<file path="src/hw/rtl/cdp_pkg.sv">
// Shared types, register codes and constants of the chroma distance pixel block.
// No dependencies; every other file of the block refers to it by scoped names.
`default_nettype none

package cdp_pkg;

    // Channel, sum and config widths
    localparam int CH_W          = 8;
    localparam int SUM_W         = 10;
    localparam int CFG_IDX_W     = 3;
    localparam int CFG_DATA_W    = 10;

    // Default number of fraction bits
    localparam int FRAC_BITS_DEF = 16;

    // Reciprocal divider: quotient bits resolved per pipeline stage
    localparam int DIV_STEP      = 4;

    // Back end register stages, output register included
    localparam int BACK_LAT      = 5;

    // Distance scale and the divide-by-255 reciprocal (exact below 2^16)
    localparam int SCALE         = 1000;
    localparam int SCALE_W       = 10;
    localparam int RECIP255      = 32897;
    localparam int RECIP_SHIFT   = 23;
    localparam int SAT_LIMIT     = 65280;   // 256 * 255: quotient would pass 255
    localparam int SAT_W         = 16;
    localparam logic [CH_W-1:0] DIST_MAX = 8'hFF;

    // Register indexes
    localparam logic [CFG_IDX_W-1:0] CFG_REF_FIRST  = 3'd0;
    localparam logic [CFG_IDX_W-1:0] CFG_REF_SECOND = 3'd1;
    localparam logic [CFG_IDX_W-1:0] CFG_REF_THIRD  = 3'd2;
    localparam logic [CFG_IDX_W-1:0] CFG_DARK_LIMIT = 3'd3;
    localparam logic [CFG_IDX_W-1:0] CFG_MASK_THR   = 3'd4;

    // Register reset values
    localparam logic [CH_W-1:0]  RST_REF_FIRST  = 8'd255;
    localparam logic [CH_W-1:0]  RST_REF_SECOND = 8'd0;
    localparam logic [CH_W-1:0]  RST_REF_THIRD  = 8'd0;
    localparam logic [SUM_W-1:0] RST_DARK_LIMIT = 10'd0;
    localparam logic [CH_W-1:0]  RST_MASK_THR   = 8'd128;

    // Control that travels with a pixel beat
    typedef struct packed {
        logic valid;
        logic dark;
    } cdp_ctl_t;

    // Number of divider stages for a given fraction width
    function automatic int div_stages(input int frac);
        return (2 * frac + 1 + DIV_STEP - 1) / DIV_STEP;
    endfunction

endpackage

`default_nettype wire

</file>
<file path="src/hw/rtl/cdp_dist_back.sv">
// Distance back end: squared differences, brightness weight, scale, round, saturate, mask.
// Depends on cdp_pkg; five register stages, the last one is the result register.
`default_nettype none

module cdp_dist_back #(
    parameter int FRAC_BITS = cdp_pkg::FRAC_BITS_DEF
) (
    input  wire logic                          clk,
    input  wire logic                          rst_n,
    input  wire cdp_pkg::cdp_ctl_t             in_ctl,
    input  wire logic [cdp_pkg::SUM_W-1:0]     sum,
    input  wire logic signed [FRAC_BITS+1:0]   p0,
    input  wire logic signed [FRAC_BITS+1:0]   p1,
    input  wire logic signed [FRAC_BITS+1:0]   p2,
    input  wire logic signed [FRAC_BITS+1:0]   c0,
    input  wire logic signed [FRAC_BITS+1:0]   c1,
    input  wire logic signed [FRAC_BITS+1:0]   c2,
    input  wire logic [cdp_pkg::CH_W-1:0]      mask_threshold,
    output logic                               done,
    output logic [cdp_pkg::CH_W-1:0]           distance,
    output logic                               mask,
    output logic                               dark
);

    localparam int SW  = cdp_pkg::SUM_W;
    localparam int PW  = FRAC_BITS + 2;
    localparam int DW  = FRAC_BITS + 3;
    localparam int SQW = 2 * FRAC_BITS + 1;
    localparam int SSW = 2 * FRAC_BITS + 3;
    localparam int QW  = FRAC_BITS + 3;
    localparam int QSW = QW + SW;
    localparam int NW  = QSW + cdp_pkg::SCALE_W;
    localparam int TW  = NW + 1 - FRAC_BITS;

    localparam logic [SSW-1:0] HALF_Q   = SSW'(1) << (FRAC_BITS - 1);
    localparam logic [NW:0]    DEN_HALF = (NW+1)'(255) << (FRAC_BITS - 1);

    logic signed [PW-1:0] pp [3];
    logic signed [PW-1:0] cc [3];

    assign pp[0] = p0;
    assign pp[1] = p1;
    assign pp[2] = p2;
    assign cc[0] = c0;
    assign cc[1] = c1;
    assign cc[2] = c2;

    cdp_pkg::cdp_ctl_t ctl1_reg, ctl2_reg, ctl3_reg, ctl4_reg;
    logic [SW-1:0]     sum1_reg, sum2_reg;

    // Control beat travels with the data
    always_ff @(posedge clk or negedge rst_n)
    begin
        if (!rst_n)
        begin
            ctl1_reg <= '0;
            ctl2_reg <= '0;
            ctl3_reg <= '0;
            ctl4_reg <= '0;
        end
        else
        begin
            ctl1_reg <= in_ctl;
            ctl2_reg <= ctl1_reg;
            ctl3_reg <= ctl2_reg;
            ctl4_reg <= ctl3_reg;
        end
    end

    always_ff @(posedge clk)
    begin
        sum1_reg <= sum;
        sum2_reg <= sum1_reg;
    end

    // Stage 1: signed differences, one squarer per component
    logic [SQW-1:0] sq_reg  [3];
    logic [SQW-1:0] sq_next [3];

    always_comb
    begin
        logic signed [DW-1:0]   diff;
        logic signed [2*DW-1:0] prod;
        for (int i = 0; i < 3; i++)
        begin
            diff       = DW'(pp[i]) - DW'(cc[i]);
            prod       = (2*DW)'(diff) * (2*DW)'(diff);
            sq_next[i] = prod[SQW-1:0];
        end
    end

    always_ff @(posedge clk)
    begin
        for (int i = 0; i < 3; i++)
        begin
            sq_reg[i] <= sq_next[i];
        end
    end

    // Stage 2: sum of squares back to F fraction bits
    logic [SSW-1:0] sq_sum;
    logic [QW-1:0]  q_reg, q_next;

    assign sq_sum = SSW'(sq_reg[0]) + SSW'(sq_reg[1]) + SSW'(sq_reg[2]) + HALF_Q;
    assign q_next = sq_sum[FRAC_BITS +: QW];

    always_ff @(posedge clk)
    begin
        q_reg <= q_next;
    end

    // Stage 3: brightness weight
    logic [QSW-1:0] qs_reg, qs_next;

    assign qs_next = QSW'(q_reg) * QSW'(sum2_reg);

    always_ff @(posedge clk)
    begin
        qs_reg <= qs_next;
    end

    // Stage 4: scale, add half the 255 * 2^F divisor, drop the 2^F part
    logic [NW-1:0] num;
    logic [NW:0]   num_rnd;
    logic [TW-1:0] t_reg, t_next;

    assign num     = NW'(qs_reg) * NW'(cdp_pkg::SCALE);
    assign num_rnd = (NW+1)'(num) + DEN_HALF;
    assign t_next  = num_rnd[NW:FRAC_BITS];

    always_ff @(posedge clk)
    begin
        t_reg <= t_next;
    end

    // Stage 5: divide by 255 through the reciprocal, saturate, dark override, mask
    logic [31:0]              div_prod;
    logic [cdp_pkg::CH_W-1:0] dist_next;

    always_comb
    begin
        div_prod = 32'(t_reg[cdp_pkg::SAT_W-1:0]) * 32'(cdp_pkg::RECIP255);
        if (ctl4_reg.dark || (t_reg >= TW'(cdp_pkg::SAT_LIMIT)))
        begin
            dist_next = cdp_pkg::DIST_MAX;
        end
        else
        begin
            dist_next = div_prod[cdp_pkg::RECIP_SHIFT +: cdp_pkg::CH_W];
        end
    end

    logic                     done_reg;
    logic [cdp_pkg::CH_W-1:0] distance_reg;
    logic                     mask_reg;
    logic                     dark_reg;

    always_ff @(posedge clk or negedge rst_n)
    begin
        if (!rst_n)
        begin
            done_reg <= 1'b0;
        end
        else
        begin
            done_reg <= ctl4_reg.valid;
        end
    end

    always_ff @(posedge clk)
    begin
        distance_reg <= dist_next;
        mask_reg     <= (dist_next > mask_threshold);
        dark_reg     <= ctl4_reg.dark;
    end

    assign done     = done_reg;
    assign distance = distance_reg;
    assign mask     = mask_reg;
    assign dark     = dark_reg;

endmodule

`default_nettype wire

</file>
<file path="config.mk">
export PLATFORM = sky130hd
export DESIGN_NAME = cdp_dist_back
export DESIGN_NICKNAME = d
export VERILOG_FILES = /design/src/hw/rtl/cdp_pkg.sv /design/src/hw/rtl/cdp_dist_back.sv
export SDC_FILE = /design/constraint.sdc
export NUM_CORES = 2
export LEC_CHECK = 0
export BUFFER_PORTS_ARGS = -buffer_cell sky130_fd_sc_hd__buf_2
export CORE_MARGIN = 10
export CORE_UTILIZATION = 40
export CTS_CLUSTER_DIAMETER = 60
export DETAILED_ROUTE_END_ITERATION = 16
export SLEW_MARGIN = 20
export SYNTH_ARGS = -nofsm -noshare
export SYNTH_HDL_FRONTEND = slang
export SYNTH_SLANG_ARGS = --single-unit
</file>
<file path="constraint.sdc">
create_clock -name clk -period 6.65 [get_ports clk]
set_input_delay 1.6625 -clock clk [delete_from_list [all_inputs] [get_ports clk]]
set_output_delay 1.6625 -clock clk [all_outputs]
set_load 0.05 [all_outputs]
</file>
## Yosys cells after proc, flatten, opt, wreduce, memory -nomap -nowiden

Memory sizes are Yosys's and may differ from the RTL's.
Cells that the tools add are included.

| storage, ports and cells | value |
|---|---|
| logic and storage cells | 35 |
| memories | 1 |
| register bits after elaboration | 111 |
| input port bits | 130 |
| output and inout bits | 11 |
| RAM bits | 99 |

| operators by class | value |
|---|---|
| $add $sub $neg | 7 |
| $lt $le $gt $ge | 2 |
| multipliers | 6 |
| reduce and logical (&&, ||, !) cells | 1 |
| muxes and demuxes | 1 |

Memory list:

| name | depth | bits a word | read ports | clocked after Yosys merged registers in | write ports | line | RTL |
|---|---|---|---|---|---|---|---|
| sq_reg | 3 | 33 | 3 | 0 | 3 | cdp_dist_back.sv:77 | `logic [SQW-1:0] sq_reg [3];` |

Operator list:

| kind | count |
|---|---|
| $mul 19x19->33 | 3 |
| $sub 18x18->19 | 3 |
| $add 39x23->40 const B | 1 |
| $mul 29x7->36 const B | 1 |
| $add 34x33->35 | 1 |
| $add 35x16->35 const B | 1 |
| $add 33x33->34 | 1 |
| $mul 16x16->31 const B | 1 |
| $mul 19x10->29 | 1 |
| $ge 24x16->1 const B | 1 |
| $gt 8x8->1 | 1 |
| $mux 8 | 1 |
| $logic_or 1x1->1 | 1 |

## Logic depth before layout (Yosys ltp)

| depth | value |
|---|---|
| word-level depth | 4 |
| depth in mapped cells | 39 |
| mapped depth without buffers | 38 |

## Least setup slack after synthesis

No wires, ideal clock.

| timing path | value |
|---|---|
| path kind | input port to flip-flop |
| from | input p1[0] |
| to | memory sq_reg[0][65] (netlist bit) |
| required time | 6.530 ns |
| setup slack | -3.344 ns |
| cell stages on the path | 39 |
| buffers on the path | 1 |
| arrival | 9.874 ns |
| cell sequence | inv_1 -> ha_1 -> inv_1 -> fa_1 -> a21o_1 -> a21oi_1 -> o21bai_1 -> a31o_2 -> a41oi_1 -> nor2b_1 -> o21bai_1 -> a21oi_1 -> xnor2_1 -> clkbuf_1 -> nand2_1 -> inv_1 -> fa_1 -> fa_1 -> [3 not listed] -> fa_1 -> inv_1 -> fa_1 -> inv_1 -> fa_1 -> ha_1 -> ha_1 -> o21a_1 -> o21a_1 -> and3_1 -> nand2_1 -> o21a_1 -> o31ai_1 -> nor4_1 -> o311ai_0 -> a21o_1 -> a21oi_1 -> xnor2_1 |

RTL lines:

| what | line | RTL |
|---|---|---|
| from (decl) | cdp_dist_back.sv:13 | `input wire logic signed [FRAC_BITS+1:0] p1,` |
| to (decl) | cdp_dist_back.sv:77 |  |

==> summary.md <==
| Metric | Value |
|---|---|
| Top-area cell type share of the netlist area | `44.32%` |
| Initial Util | `40.40%` |
| Startpoint Class | `primary input` |
| Post-Route WL | `124400 um` |
| CTS sink cnt | `204` |
| Status | `finished with violations` |
| Biggest area consumer among synthesized cells | `fa_1` |
| Initial antenna violation count | `0` |
| Post-synthesis mux area share | `0.1789%` |
| Worst-path clk slew | `0.06 ns` |
| Max_slew headroom | `47.54%` |
| Commonest cells after routing, fill and taps aside | `1396 x inv_1, 1126 x fa_1, 883 x buf_4` |
| Final net count | `8532` |
| Hold path depth | `0` |
| Slowest stage delay, CP | `0.58 ns` |
| Met2 global-route usage | `31.92%` |
| Cell Area, Synth | `52440 sq um` |
| Largest family of logic cells by synthesized area | `adder cells` |
| Gpl congestion | `0.8998` |
| Clock Root Buffer | `clkbuf_16` |
| Post-synth EDFFs | `0` |
| Post-synthesis sequential area ratio | `7.873%` |
| Clk_skew | `0.02815 ns` |
| Share of layout cells above drive strength 1 | `26.80%` |
| Final hold violations | `0` |
| Max-capacitance violation count | `0` |
| Crit path DAT | `9.57 ns` |
| Area share of xor/xnor cells in the synthesized design | `4.726%` |
| Drt first pass iters | `6` |
| Gr usage total | `17.50%` |
| Routed via count | `39190` |
| Final setup viols | `76` |
| Drt via density | `4.682` |
| Num CTS Buffers | `30` |
| Mean routed wirelength per cell | `14.87 um` |
| First-pass GRT wire length | `213500 um` |
| Adder-Cell Fraction of Synth Area | `59.53%` |
| Worst path bufs/invs | `9` |
| Failing checks | `setup timing` |
| Ys flop type | `dfxtp_1` |
| Worst path required time | `7.18 ns` |
| HP Class | `flop to flop` |
| Commonest non-fill, non-tap cell in the layout | `inv_1` |
| Final worst-path cycle share | `135.9%` |
| H-tree depth | `1` |
| # IOs | `141` |
| Total gr overflow | `0` |
| Port bufs | `140` |
| Initial DRC Count | `1480` |
| Syn_area_per_cell | `9.409 sq um` |
| Compound-Gate Fraction of Synth Area | `5.859%` |
| Synthesized flop and latch total | `204` |
| Syn_nets | `7502` |
| R2R cell count | `18` |
| Met3 Resource Use GR | `1.490%` |
| Yosys cell types | `77` |
| Worst slew pin tran | `0.7858 ns` |
| Hold_ws | `0.3103 ns` |
| DR DRC count | `0` |
| Horiz. Die Dim | `382.1 um` |
| Largest register FFs | `93` |
| Vias in the first global route | `43730` |
| Critical path depth | `38` |
| Layout area overhead | `28.36%` |
| Antenna Nets Post-Route | `0` |
| Synth Area in Simple Gates | `10.19%` |
| DP Wirelength | `108500 um` |
| CP max stage cell | `fa_2` |
| Async SR Flop Fraction | `4.412%` |
| Core ar. | `129800 sq um` |
| Critical path capture point type | `flop` |
| GR peak layer | `met2` |
| Die Ht | `382.1 um` |
| Latest clock arrival within the worst-skew pair | `0.60 ns` |
| Critical path peak fanout | `6` |
| Slew Viols, Final | `0` |
| Row count | `132` |
| PnR worst setup slack | `-2.386 ns` |
| Max Fclk | `110.7 MHz` |
| Synth top area cells | `fa_1 44%, ha_1 15%, inv_1 11%` |
| Worst setup path class | `primary input to flop` |
| Kind of cell adding the most delay to the critical path | `adder cells` |
| Clock buffer depth | `3` |
| Most frequent CP cell | `fa_2` |
| # diodes | `0` |
| Synth warn | `0` |
| Gate count of the mapped netlist | `5574` |
| Largest net degree at the start of global routing | `20` |
| Post-Place Worst Slack | `-3.113 ns` |
| DIE AREA | `146000 sq um` |
| Met1 usage | `22.75%` |
| RSZ-0062 raised after global routing | `true` |
| CTS tree | `done` |
| Minimum clock period after layout | `9.036 ns` |
layer usage:
metal,wire length (um),part of all wire [%],vias to the layer above
met3,4229,3.4,126
li1,-,-,18730
met4,2087,1.7,0
met2,64510,52,583
met5,0,0,-
met1,53620,43,19750
Yosys cell counts, types with 21 or more instances:
library cell,instances
inv_1,1491
fa_1,1161
ha_1,637
nand2_1,469
nor2_1,350
xnor2_1,205
dfxtp_1,195
a21oi_1,147
and2_1,117
clkbuf_1,112
xor2_1,78
o21ai_0,77
a21o_1,68
nand2b_1,50
nand3_1,38
nor2b_1,36
nor3_1,35
or3_1,26
o21bai_1,24
o21a_1,21
cells by family after synthesis:
logic type / after synthesis
adders and majority gates: 1799
muxes: 8
buffers and inverters: 1620
and+or+nand+nor: 1187
xor gates and xnor gates: 283
DFF: 204
AOI/OAI and AO/OA: 472
other: 1
path summary, 6_finish.rpt:
path | startpoint | endpoint | slack, ns
setup / recovery | p1[0] | sq_reg[0][62] | -2.39
hold / removal | sum1_reg[6] | sum2_reg[6] | 0.31
setup reg to reg | qs_reg[2] | t_reg[19] | 0.45
hold reg to reg | sum1_reg[6] | sum2_reg[6] | 0.31
max in group asynchronous | rst_n | ctl3_reg[0] | 5.55
min in group asynchronous | rst_n | ctl1_reg[1] | 0.93
stage by stage:
step           area, sq um  utilization (%)  setup TNS, ns  std cells
6_report             67320            51.86        -115.70       8370
3_5_place_dp         62820            48.39        -175.42       8198
3_3_place_gp         62820            48.39        -172.77       8198
4_1_cts              65800            50.68        -111.77       8315
5_1_grt              67320            51.86        -136.06       8370
2_1_floorplan        54010                -        -123.19       5574
worst register-to-register path, cell delays in order (launching register included):
cell       delay [ns]
dfxtp_1          0.54
fa_1             0.51
fa_1             0.55
inv_1            0.05
fa_1             0.49
inv_1            0.05
fa_1             0.44
ha_1             0.28
nand3_1          0.07
a211oi_1         0.61
o31a_1           0.35
o221a_4          0.25
a21o_1           0.34
mux2i_4          0.33
nand4bb_4        0.17
or4_4            0.59
a211oi_2         0.24
a211oi_2         0.07
xnor2_1          0.13
final cells by class:
type,count,area [sq um]
Clock buffer,34,795.8
Clock inverter,22,246.5
Fill cell,11870,62500
Inverter,1500,5717
Multi-Input combinational cell,3750,45650
Sequential cell,204,4129
Tap cell,1742,2180
Timing Repair Buffer,1118,8598
repair_timing:
item,in CTS,in global routing
setup buffers,70,63
pin swaps,256,254
resized for setup,293,258
endpoints found under the setup margin,77,80
hold buffers,0,0
Power is left out: the tool's default activity adds up to more than one toggle a clock period on the data nets, which glitch-free logic cannot reach.
