[config.mk]
export PLATFORM = sky130hd
export DESIGN_NAME = cdp_chroma_lane
export DESIGN_NICKNAME = d
export VERILOG_FILES = /design/src/hw/rtl/cdp_pkg.sv /design/src/hw/rtl/cdp_recip_div.sv /design/src/hw/rtl/cdp_chroma_lane.sv
export SDC_FILE = /design/constraint.sdc
export NUM_CORES = 2
export LEC_CHECK = 0
export BUFFER_PORTS_ARGS = -buffer_cell sky130_fd_sc_hd__buf_2
export CORE_UTILIZATION = 50
export DETAILED_ROUTE_END_ITERATION = 10
export PLACE_DENSITY = 0.68
export SYNTH_ARGS = -nofsm -noshare
export SYNTH_HDL_FRONTEND = slang
export SYNTH_SLANG_ARGS = --single-unit
[constraint.sdc]
create_clock -name clk -period 11.63 [get_ports clk]
set_clock_uncertainty 0.05 [all_clocks]
set_input_delay 2.326 -clock clk [delete_from_list [all_inputs] [get_ports clk]]
set_output_delay 2.326 -clock clk [all_outputs]
set_load 0.02 [all_outputs]
[src/hw/rtl/cdp_pkg.sv]
// Shared types, register codes and constants of the chroma distance pixel block.
// No dependencies; every other file of the block refers to it by scoped names.
`default_nettype none

package cdp_pkg;

    // Channel, sum and config widths
    localparam int CH_W          = 8;
    localparam int SUM_W         = 10;
    localparam int CFG_IDX_W     = 3;
    localparam int CFG_DATA_W    = 10;

    // Default number of fraction bits
    localparam int FRAC_BITS_DEF = 16;

    // Reciprocal divider: quotient bits resolved per pipeline stage
    localparam int DIV_STEP      = 4;

    // Back end register stages, output register included
    localparam int BACK_LAT      = 5;

    // Distance scale and the divide-by-255 reciprocal (exact below 2^16)
    localparam int SCALE         = 1000;
    localparam int SCALE_W       = 10;
    localparam int RECIP255      = 32897;
    localparam int RECIP_SHIFT   = 23;
    localparam int SAT_LIMIT     = 65280;   // 256 * 255: quotient would pass 255
    localparam int SAT_W         = 16;
    localparam logic [CH_W-1:0] DIST_MAX = 8'hFF;

    // Register indexes
    localparam logic [CFG_IDX_W-1:0] CFG_REF_FIRST  = 3'd0;
    localparam logic [CFG_IDX_W-1:0] CFG_REF_SECOND = 3'd1;
    localparam logic [CFG_IDX_W-1:0] CFG_REF_THIRD  = 3'd2;
    localparam logic [CFG_IDX_W-1:0] CFG_DARK_LIMIT = 3'd3;
    localparam logic [CFG_IDX_W-1:0] CFG_MASK_THR   = 3'd4;

    // Register reset values
    localparam logic [CH_W-1:0]  RST_REF_FIRST  = 8'd255;
    localparam logic [CH_W-1:0]  RST_REF_SECOND = 8'd0;
    localparam logic [CH_W-1:0]  RST_REF_THIRD  = 8'd0;
    localparam logic [SUM_W-1:0] RST_DARK_LIMIT = 10'd0;
    localparam logic [CH_W-1:0]  RST_MASK_THR   = 8'd128;

    // Control that travels with a pixel beat
    typedef struct packed {
        logic valid;
        logic dark;
    } cdp_ctl_t;

    // Number of divider stages for a given fraction width
    function automatic int div_stages(input int frac);
        return (2 * frac + 1 + DIV_STEP - 1) / DIV_STEP;
    endfunction

endpackage

`default_nettype wire

[src/hw/rtl/cdp_recip_div.sv]
// Pipelined restoring divider: floor(2^(2F) / divisor), DIV_STEP quotient bits a stage.
// Depends on cdp_pkg; carries a sideband word alongside the divisor.
`default_nettype none

module cdp_recip_div #(
    parameter int FRAC_BITS = cdp_pkg::FRAC_BITS_DEF,
    parameter int SIDE_W    = 1
) (
    input  wire logic                           clk,
    input  wire logic [cdp_pkg::SUM_W-1:0]      divisor,
    input  wire logic [SIDE_W-1:0]              side_in,
    output logic      [2*FRAC_BITS:0]           recip,
    output logic      [SIDE_W-1:0]              side_out
);

    localparam int QW      = 2 * FRAC_BITS + 1;
    localparam int STEP    = cdp_pkg::DIV_STEP;
    localparam int NSTG    = cdp_pkg::div_stages(FRAC_BITS);
    localparam int W       = NSTG * STEP;
    localparam int TOP_POS = 2 * FRAC_BITS;
    localparam int SW      = cdp_pkg::SUM_W;

    logic [SW-1:0]     rem_reg  [NSTG];
    logic [W-1:0]      quo_reg  [NSTG];
    logic [SW-1:0]     dvs_reg  [NSTG];
    logic [SIDE_W-1:0] side_reg [NSTG];

    genvar g;
    for (g = 0; g < NSTG; g++)
    begin : g_stage
        logic [SW-1:0]     rem_in;
        logic [SW-1:0]     rem_next;
        logic [SW-1:0]     dvs_in;
        logic [W-1:0]      quo_in;
        logic [W-1:0]      quo_next;
        logic [SIDE_W-1:0] side_w;

        // Stage inputs: ports for the first stage, previous stage otherwise
        if (g == 0)
        begin : g_first
            assign rem_in = '0;
            assign quo_in = '0;
            assign dvs_in = divisor;
            assign side_w = side_in;
        end
        else
        begin : g_rest
            assign rem_in = rem_reg[g-1];
            assign quo_in = quo_reg[g-1];
            assign dvs_in = dvs_reg[g-1];
            assign side_w = side_reg[g-1];
        end

        // Dividend is a single one at bit 2F, padded with leading zeros
        always_comb
        begin
            logic [SW:0] trial;
            rem_next = rem_in;
            quo_next = quo_in;
            for (int j = 0; j < STEP; j++)
            begin
                trial = {rem_next, 1'((W - 1 - (g * STEP + j)) == TOP_POS)};
                if (trial >= {1'b0, dvs_in})
                begin
                    trial    = trial - {1'b0, dvs_in};
                    quo_next = {quo_next[W-2:0], 1'b1};
                end
                else
                begin
                    quo_next = {quo_next[W-2:0], 1'b0};
                end
                rem_next = trial[SW-1:0];
            end
        end

        always_ff @(posedge clk)
        begin
            rem_reg[g]  <= rem_next;
            quo_reg[g]  <= quo_next;
            dvs_reg[g]  <= dvs_in;
            side_reg[g] <= side_w;
        end
    end

    assign recip    = quo_reg[NSTG-1][QW-1:0];
    assign side_out = side_reg[NSTG-1];

endmodule

`default_nettype wire

[src/hw/rtl/cdp_chroma_lane.sv]
// Chromaticity of one colour: channel sum, reciprocal, two products, rounding.
// Depends on cdp_pkg and cdp_recip_div; divider, product and output registers.
`default_nettype none

module cdp_chroma_lane #(
    parameter int FRAC_BITS = cdp_pkg::FRAC_BITS_DEF
) (
    input  wire logic                          clk,
    input  wire logic [cdp_pkg::CH_W-1:0]      a,
    input  wire logic [cdp_pkg::CH_W-1:0]      b,
    input  wire logic [cdp_pkg::CH_W-1:0]      c,
    output logic signed [FRAC_BITS+1:0]        part0,
    output logic signed [FRAC_BITS+1:0]        part1,
    output logic signed [FRAC_BITS+1:0]        part2
);

    localparam int CW      = cdp_pkg::CH_W;
    localparam int SW      = cdp_pkg::SUM_W;
    localparam int QW      = 2 * FRAC_BITS + 1;
    localparam int MW      = QW + CW;
    localparam int PW      = FRAC_BITS + 2;
    localparam int SIDE_W  = 2 * CW + 1;
    localparam int THIRD_I = (2 * (1 << FRAC_BITS) + 3) / 6;

    localparam logic [MW-1:0]        HALF  = MW'(1) << (FRAC_BITS - 1);
    localparam logic signed [PW-1:0] ONE   = PW'(1) << FRAC_BITS;
    localparam logic signed [PW-1:0] THIRD = PW'(THIRD_I);

    logic [SW-1:0]     sum_w;
    logic [SIDE_W-1:0] side_w;
    logic [QW-1:0]     recip;
    logic [SIDE_W-1:0] side_d;

    // Channel sum and the sideband carried through the divider
    assign sum_w  = SW'(a) + SW'(b) + SW'(c);
    assign side_w = {a, b, (sum_w == '0)};

    cdp_recip_div #(
        .FRAC_BITS (FRAC_BITS),
        .SIDE_W    (SIDE_W)
    ) u_div (
        .clk      (clk),
        .divisor  (sum_w),
        .side_in  (side_w),
        .recip    (recip),
        .side_out (side_d)
    );

    // Products of the two leading components with the reciprocal
    logic [MW-1:0] prod_a_reg, prod_a_next;
    logic [MW-1:0] prod_b_reg, prod_b_next;
    logic          zero_reg;

    assign prod_a_next = MW'(side_d[SIDE_W-1 -: CW]) * MW'(recip);
    assign prod_b_next = MW'(side_d[CW:1]) * MW'(recip);

    always_ff @(posedge clk)
    begin
        prod_a_reg <= prod_a_next;
        prod_b_reg <= prod_b_next;
        zero_reg   <= side_d[0];
    end

    // Round to F fraction bits, third part closes the sum to one
    logic [MW-1:0]        rnd_a, rnd_b;
    logic [PW-1:0]        pa, pb;
    logic signed [PW-1:0] p0_next, p1_next, p2_next;
    logic signed [PW-1:0] p0_reg, p1_reg, p2_reg;

    always_comb
    begin
        rnd_a = prod_a_reg + HALF;
        rnd_b = prod_b_reg + HALF;
        pa    = {1'b0, rnd_a[FRAC_BITS +: FRAC_BITS+1]};
        pb    = {1'b0, rnd_b[FRAC_BITS +: FRAC_BITS+1]};
        if (zero_reg)
        begin
            p0_next = THIRD;
            p1_next = THIRD;
            p2_next = THIRD;
        end
        else
        begin
            p0_next = $signed(pa);
            p1_next = $signed(pb);
            p2_next = ONE - $signed(pa) - $signed(pb);
        end
    end

    always_ff @(posedge clk)
    begin
        p0_reg <= p0_next;
        p1_reg <= p1_next;
        p2_reg <= p2_next;
    end

    assign part0 = p0_reg;
    assign part1 = p1_reg;
    assign part2 = p2_reg;

endmodule

`default_nettype wire

Yosys cells after proc, flatten, opt, wreduce, memory -nomap -nowiden --
Memories as Yosys holds them, arrays and structs flattened. Index checks and enable logic that the tools add are counted.
Word-level totals: flip-flop bits (word level) 121, memory bits (writable) 657, memories kept 4, logic and storage cells 165, output and inout bits 54, bits of input ports 25
Cells by class: muxes and demuxes 72, reductions and logical operators 1, add/subtract/negate cells 42, order comparisons 36, multipliers 2
Memory list:
- u_div.quo_reg | depth 9, bits a word 36, read ports 9, clocked after memory_dff 0, wr ports 9, RTL line cdp_recip_div.sv:24 | logic [W-1:0] quo_reg [NSTG];
- u_div.side_reg | depth 9, bits a word 17, read ports 9, clocked after memory_dff 0, wr ports 9, RTL line cdp_recip_div.sv:26 | logic [SIDE_W-1:0] side_reg [NSTG];
- u_div.dvs_reg | depth 9, bits a word 10, read ports 8, clocked after memory_dff 0, wr ports 9, RTL line cdp_recip_div.sv:25 | logic [SW-1:0] dvs_reg [NSTG];
- u_div.rem_reg | depth 9, bits a word 10, read ports 8, clocked after memory_dff 0, wr ports 9, RTL line cdp_recip_div.sv:23 | logic [SW-1:0] rem_reg [NSTG];
Operators with widths (number):
- greater-or-equal comparator 11 x 10 -> 1 bit | 35
- 2-to-1 mux 10 bit | 36
- subtractor 10 bit | 35
- adder 33 x 16 -> 33 bit, second input constant | 2
- multiplier 8 x 33 -> 33 bit | 2
- 2-to-1 mux 1 bit | 36
- subtractor 17 x 17 -> 18 bit, first input constant | 1
- subtractor 18 bit | 1
- adder 9 x 8 -> 10 bit | 1
- greater-or-equal comparator 1 x 10 -> 1 bit, first input constant | 1
- zero test 10 bit | 1
- subtractor 1 x 10 -> 10 bit, first input constant | 1
- adder 8 x 8 -> 9 bit | 1

Depth between registers and ports, before layout --
word-level depth 10, mapped depth 42, gate-level depth less buffers 40

Hierarchy --
From an unflattened synthesis, not the netlist that was laid out.
Unflattened totals: cells, all modules 4911, area total of the unflattened synthesis 44750.4 µm²
By module, submodules not included:
- cdp_recip_div | times used 1, seq. area each 9328.9 µm², area an instance 27510.1 µm², cells each 2998
- cdp_chroma_lane | times used 1, seq. area each 1781.7 µm², area an instance 17240.3 µm², cells each 1913

Worst setup path before layout --
OpenSTA, ideal clock, no wires.
path type input to register, start input a[1] (netlist bit), end memory u_div.rem_reg[0][2] (netlist bit), setup slack 0.356 ns, stages on the path 39, library setup time 0.121 ns, arrival 11.103 ns, path buffers 3, required time 11.459 ns, path through inv_1 -> fa_1 -> inv_1 -> ha_1 -> fa_1 -> a21o_1 -> a21oi_1 -> xnor2_1 -> or4_1 -> nor4_1 -> ha_1 -> nor2b_1 -> o21ai_0 -> nand2b_1 -> a311o_1 -> a31oi_1 -> a211oi_1 -> nor3_1 -> [3 not listed] -> o21ai_0 -> a21oi_1 -> o41ai_1 -> a21oi_1 -> o22ai_1 -> and2_1 -> buf_2 -> or3_1 -> a22oi_1 -> fa_1 -> a21o_1 -> a21oi_1 -> nor2_1 -> o31a_1 -> nor3_1 -> o221ai_1 -> buf_2 -> mux2_2
RTL lines:
- from (decl) | RTL line cdp_chroma_lane.sv:9 | input wire logic [cdp_pkg::CH_W-1:0] a,
- to (decl) | RTL line cdp_recip_div.sv:23

==> key figures <==
Synth
  – Yosys top cell area share: 0.2534
  – Yosys top cell by area: dfxtp_1
  – FFs w/ async S/R, synth: 0
  – EDFF count, synth: 0
  – Number of unique standard cell types used by synthesis: 95
  – Syn_area_per_cell: 9.085 um^2
  – Post-synthesis cell area: about 44,000 um^2
  – Seq/Total Area, Yosys: 0.2534
  – Synth top area cells: dfxtp_1 (25%), fa_1 (16%), ha_1 (13%), inv_1 (4.4%), mux2_2 (3.7%)
  – Cell count after synthesis: slightly below 5,000
  – Yosys warning total: 0
  – Ys flop type: dfxtp_1
  – Yosys reg bits: roughly 560

Setup path
  – Crit path max-delay cell type: or4_1
  – CP endpoint kind: register
  – Kind of critical path: in2reg
  – Worst Path Arrival: approximately 11,000 ps
  – Worst Path Required: roughly 12,000 ps
  – Startpoint class of the critical path: input port
  – R2r startpoint: u_div.dvs_reg[0][51]
  – Crit path buf inv count: 7
  – Max FO, Critical Path: 11
  – Worst Setup SP: a[1]
  – CP top delay family: compound AO/OA/AOI/OAI gates
  – Slowest stage delay, CP: approximately 620 ps

Timing
  – RSZ-0062 raised after global routing: no
  – Fin crit share: 0.9211
  – # setup viols final: 0
  – Rel. slew slack: 0.2662
  – Max Fclk: between 90 and 100 MHz
  – Fin Setup TNS: 0 ps
  – Max-slew violation count: 0
  – Min cycle time layout: approximately 11,000 ps
  – Slew @ Worst Pin: roughly 1100 ps
  – Final Hold Vio Count: 0

Clocking
  – TritonCTS clock tree: yes
  – CTS resizes: 0
  – Hold Buf Count CTS: 0
  – Clk buf depth: 3
  – Root buf cell: clkbuf_16
  – Clock sinks: 555
  – Num CTS Buffers: slightly below 60
  – Postcts setup bufs: 0
  – Clock Pin Slew Worst Setup and Hold Paths: 70 ps
  – H-tree depth: 2
  – Clock latency on the worst-skew pair: about 660 ps

Floorplan
  – Die W: about 300 um
  – Starting density of the core: 0.5054
  – IO Pins: between 70 and 80
  – Total core area: about 87,000 um^2
  – Num rows: roughly 110
  – Die area: between 80,000 and 90,000 um^2
  – Chip height: ~300 um

Global route
  – First-pass GRT wire length: ~170,000 um
  – Number of global-route vias before repair: approximately 33,000
  – Antenna violations before repair: 0
  – Largest net degree at the start of global routing: between 50 and 60
  – Grt ovf: 0
  – GRT Resource Usage Total: 0.2352

Detailed routing
  – DR iter-0 viols: approximately 1,900
  – Via count: between 30,000 and 40,000
  – DRT met1 WL: 45,530 um
  – WL met2: roughly 52,000 um
  – Post-route DRC: 0
  – Top sig layer: met4
  – Detailed-route wire length per cell: ~17 um
  – Routed wire length on met3: 4034 um
  – Routed wire length: around 100,000 um
  – Final ANT Viol Nets: 0
  – Vias per cell: roughly 5.5
  – First-pass DRT Iterations: 8

Worst hold path
  – Min-delay src: u_div.side_reg[0][67]
  – Worst hold path class: reg2reg

Status
  – Status: finished, final reports clean

Layout
  – Layout area overhead: 8.415%
  – Share of layout cells above drive strength 1: 0.08534
  – # diodes: 0
  – Nets@finish: roughly 5,700

Flow run
  – Max-cap violation count: 0

Placement
  – Port bufs: 76
  – DP HPWL: just over 80,000 um
  – RD Place Congestion: 0.8978
[cell families after synthesis]
logic type	count (synthesis)	synth area share
DFF	555	0.2534
and+or+nand+nor	1446	0.1640
AOI/OAI and AO/OA	925	0.1409
adders and majority gates	784	0.2821
xor gates and xnor gates	297	0.05933
muxes	176	0.04446
buffers and inverters	642	0.05567
other	1	0.00008553
[synth_stat cells (17+ instances only)]
cell type and count:
fa_1 341, or2_2 23, nor3_1 101, nor2_1 308, a21o_1 117, or3_1 25
dfxtp_1 555, a31oi_1 27, and3_1 18, and2_1 227, o211ai_1 20, o21ai_0 199
clkbuf_1 102, nand3_1 53, o31a_1 17, xnor2_1 180, mux2_2 143, xor2_1 117
o21a_1 90, a211oi_1 37, nor4_1 19, a21oi_1 218, mux2i_1 31, nand4_1 59
nor2b_1 79, inv_1 509, nand2b_1 84, nand2_1 399, a221o_1 18, ha_1 443
[metrics by stage]
stage / area, um^2 / cells / setup slack, ps / util / hold WS, ps
final: 47540 / 6088 / 917.6 / 0.5479 / 267.8
after floorplan: 43860 / 4831 / 356.0 / - / 259.6
after global routing: 47540 / 6088 / 263.2 / 0.5479 / 278.3
after detailed placement: 45500 / 5979 / 267.1 / 0.5245 / 262.1
after CTS: 47540 / 6088 / 961.2 / 0.5479 / 272.3
after global placement: 45500 / 5979 / 355.9 / 0.5245 / 259.6
[final timing paths]
kind / slack [ps] / end / depth (start not counted)
min reg2reg: 270 / u_div.side_reg[0][84] / 0
min: 270 / u_div.side_reg[0][84] / 0
max reg2reg: 1230 / u_div.rem_reg[0][62] / 40
max: 920 / u_div.rem_reg[0][7] / 41
[cells in the final DEF (no fill, tap or decap), types with 13 or more instances in the layout]
cell	count
a21oi_1	218
or3_1	25
nand2_1	399
xor2_1	117
fa_1	341
nand3_1	53
nand4_1	59
xnor2_1	180
mux2i_1	31
o21a_1	90
ha_1	443
nor2_1	308
mux2_2	143
o21bai_1	13
nand2b_1	84
o211ai_1	20
or2_2	23
and3_1	18
and2_1	227
o21ai_0	199
nor4_1	19
nor2b_1	79
a31oi_1	27
nor3_1	101
o31a_1	17
dfxtp_1	555
buf_4	42
clkbuf_16	58
a21o_1	117
buf_2	76
a221o_1	18
a211oi_1	37
inv_1	509
a221oi_1	13
[final cells by class]
class | instances | area (um^2)
fillers | 7989 | 39220
multi-input cells | 3634 | 30310
flip-flops and latches | 555 | 11110
inverters | 517 | 1941
clock buffers | 71 | 1560
well taps | 1155 | 1445
repair buffers | 118 | 695.7
clock inverters | 38 | 470.5
[routing by layer]
layer,vias to the layer above,global-route usage
li1,16480,-
met1,16270,0.3037
met2,676,0.4185
met3,150,0.02056
met4,0,0.06374
met5,-,0
[worst register-to-register path: cells and delay by family (launching register included)]
kind	cells	cell delay [ps]
muxes	1	290
adders and majority gates	4	1250
buffers and inverters	6	1050
and+or+nand+nor	9	1940
AOI/OAI and AO/OA	20	5210
DFF	1	470
Power is not shown: default switching activity piles up to over one toggle a cycle in this logic, so the estimate is an artifact.
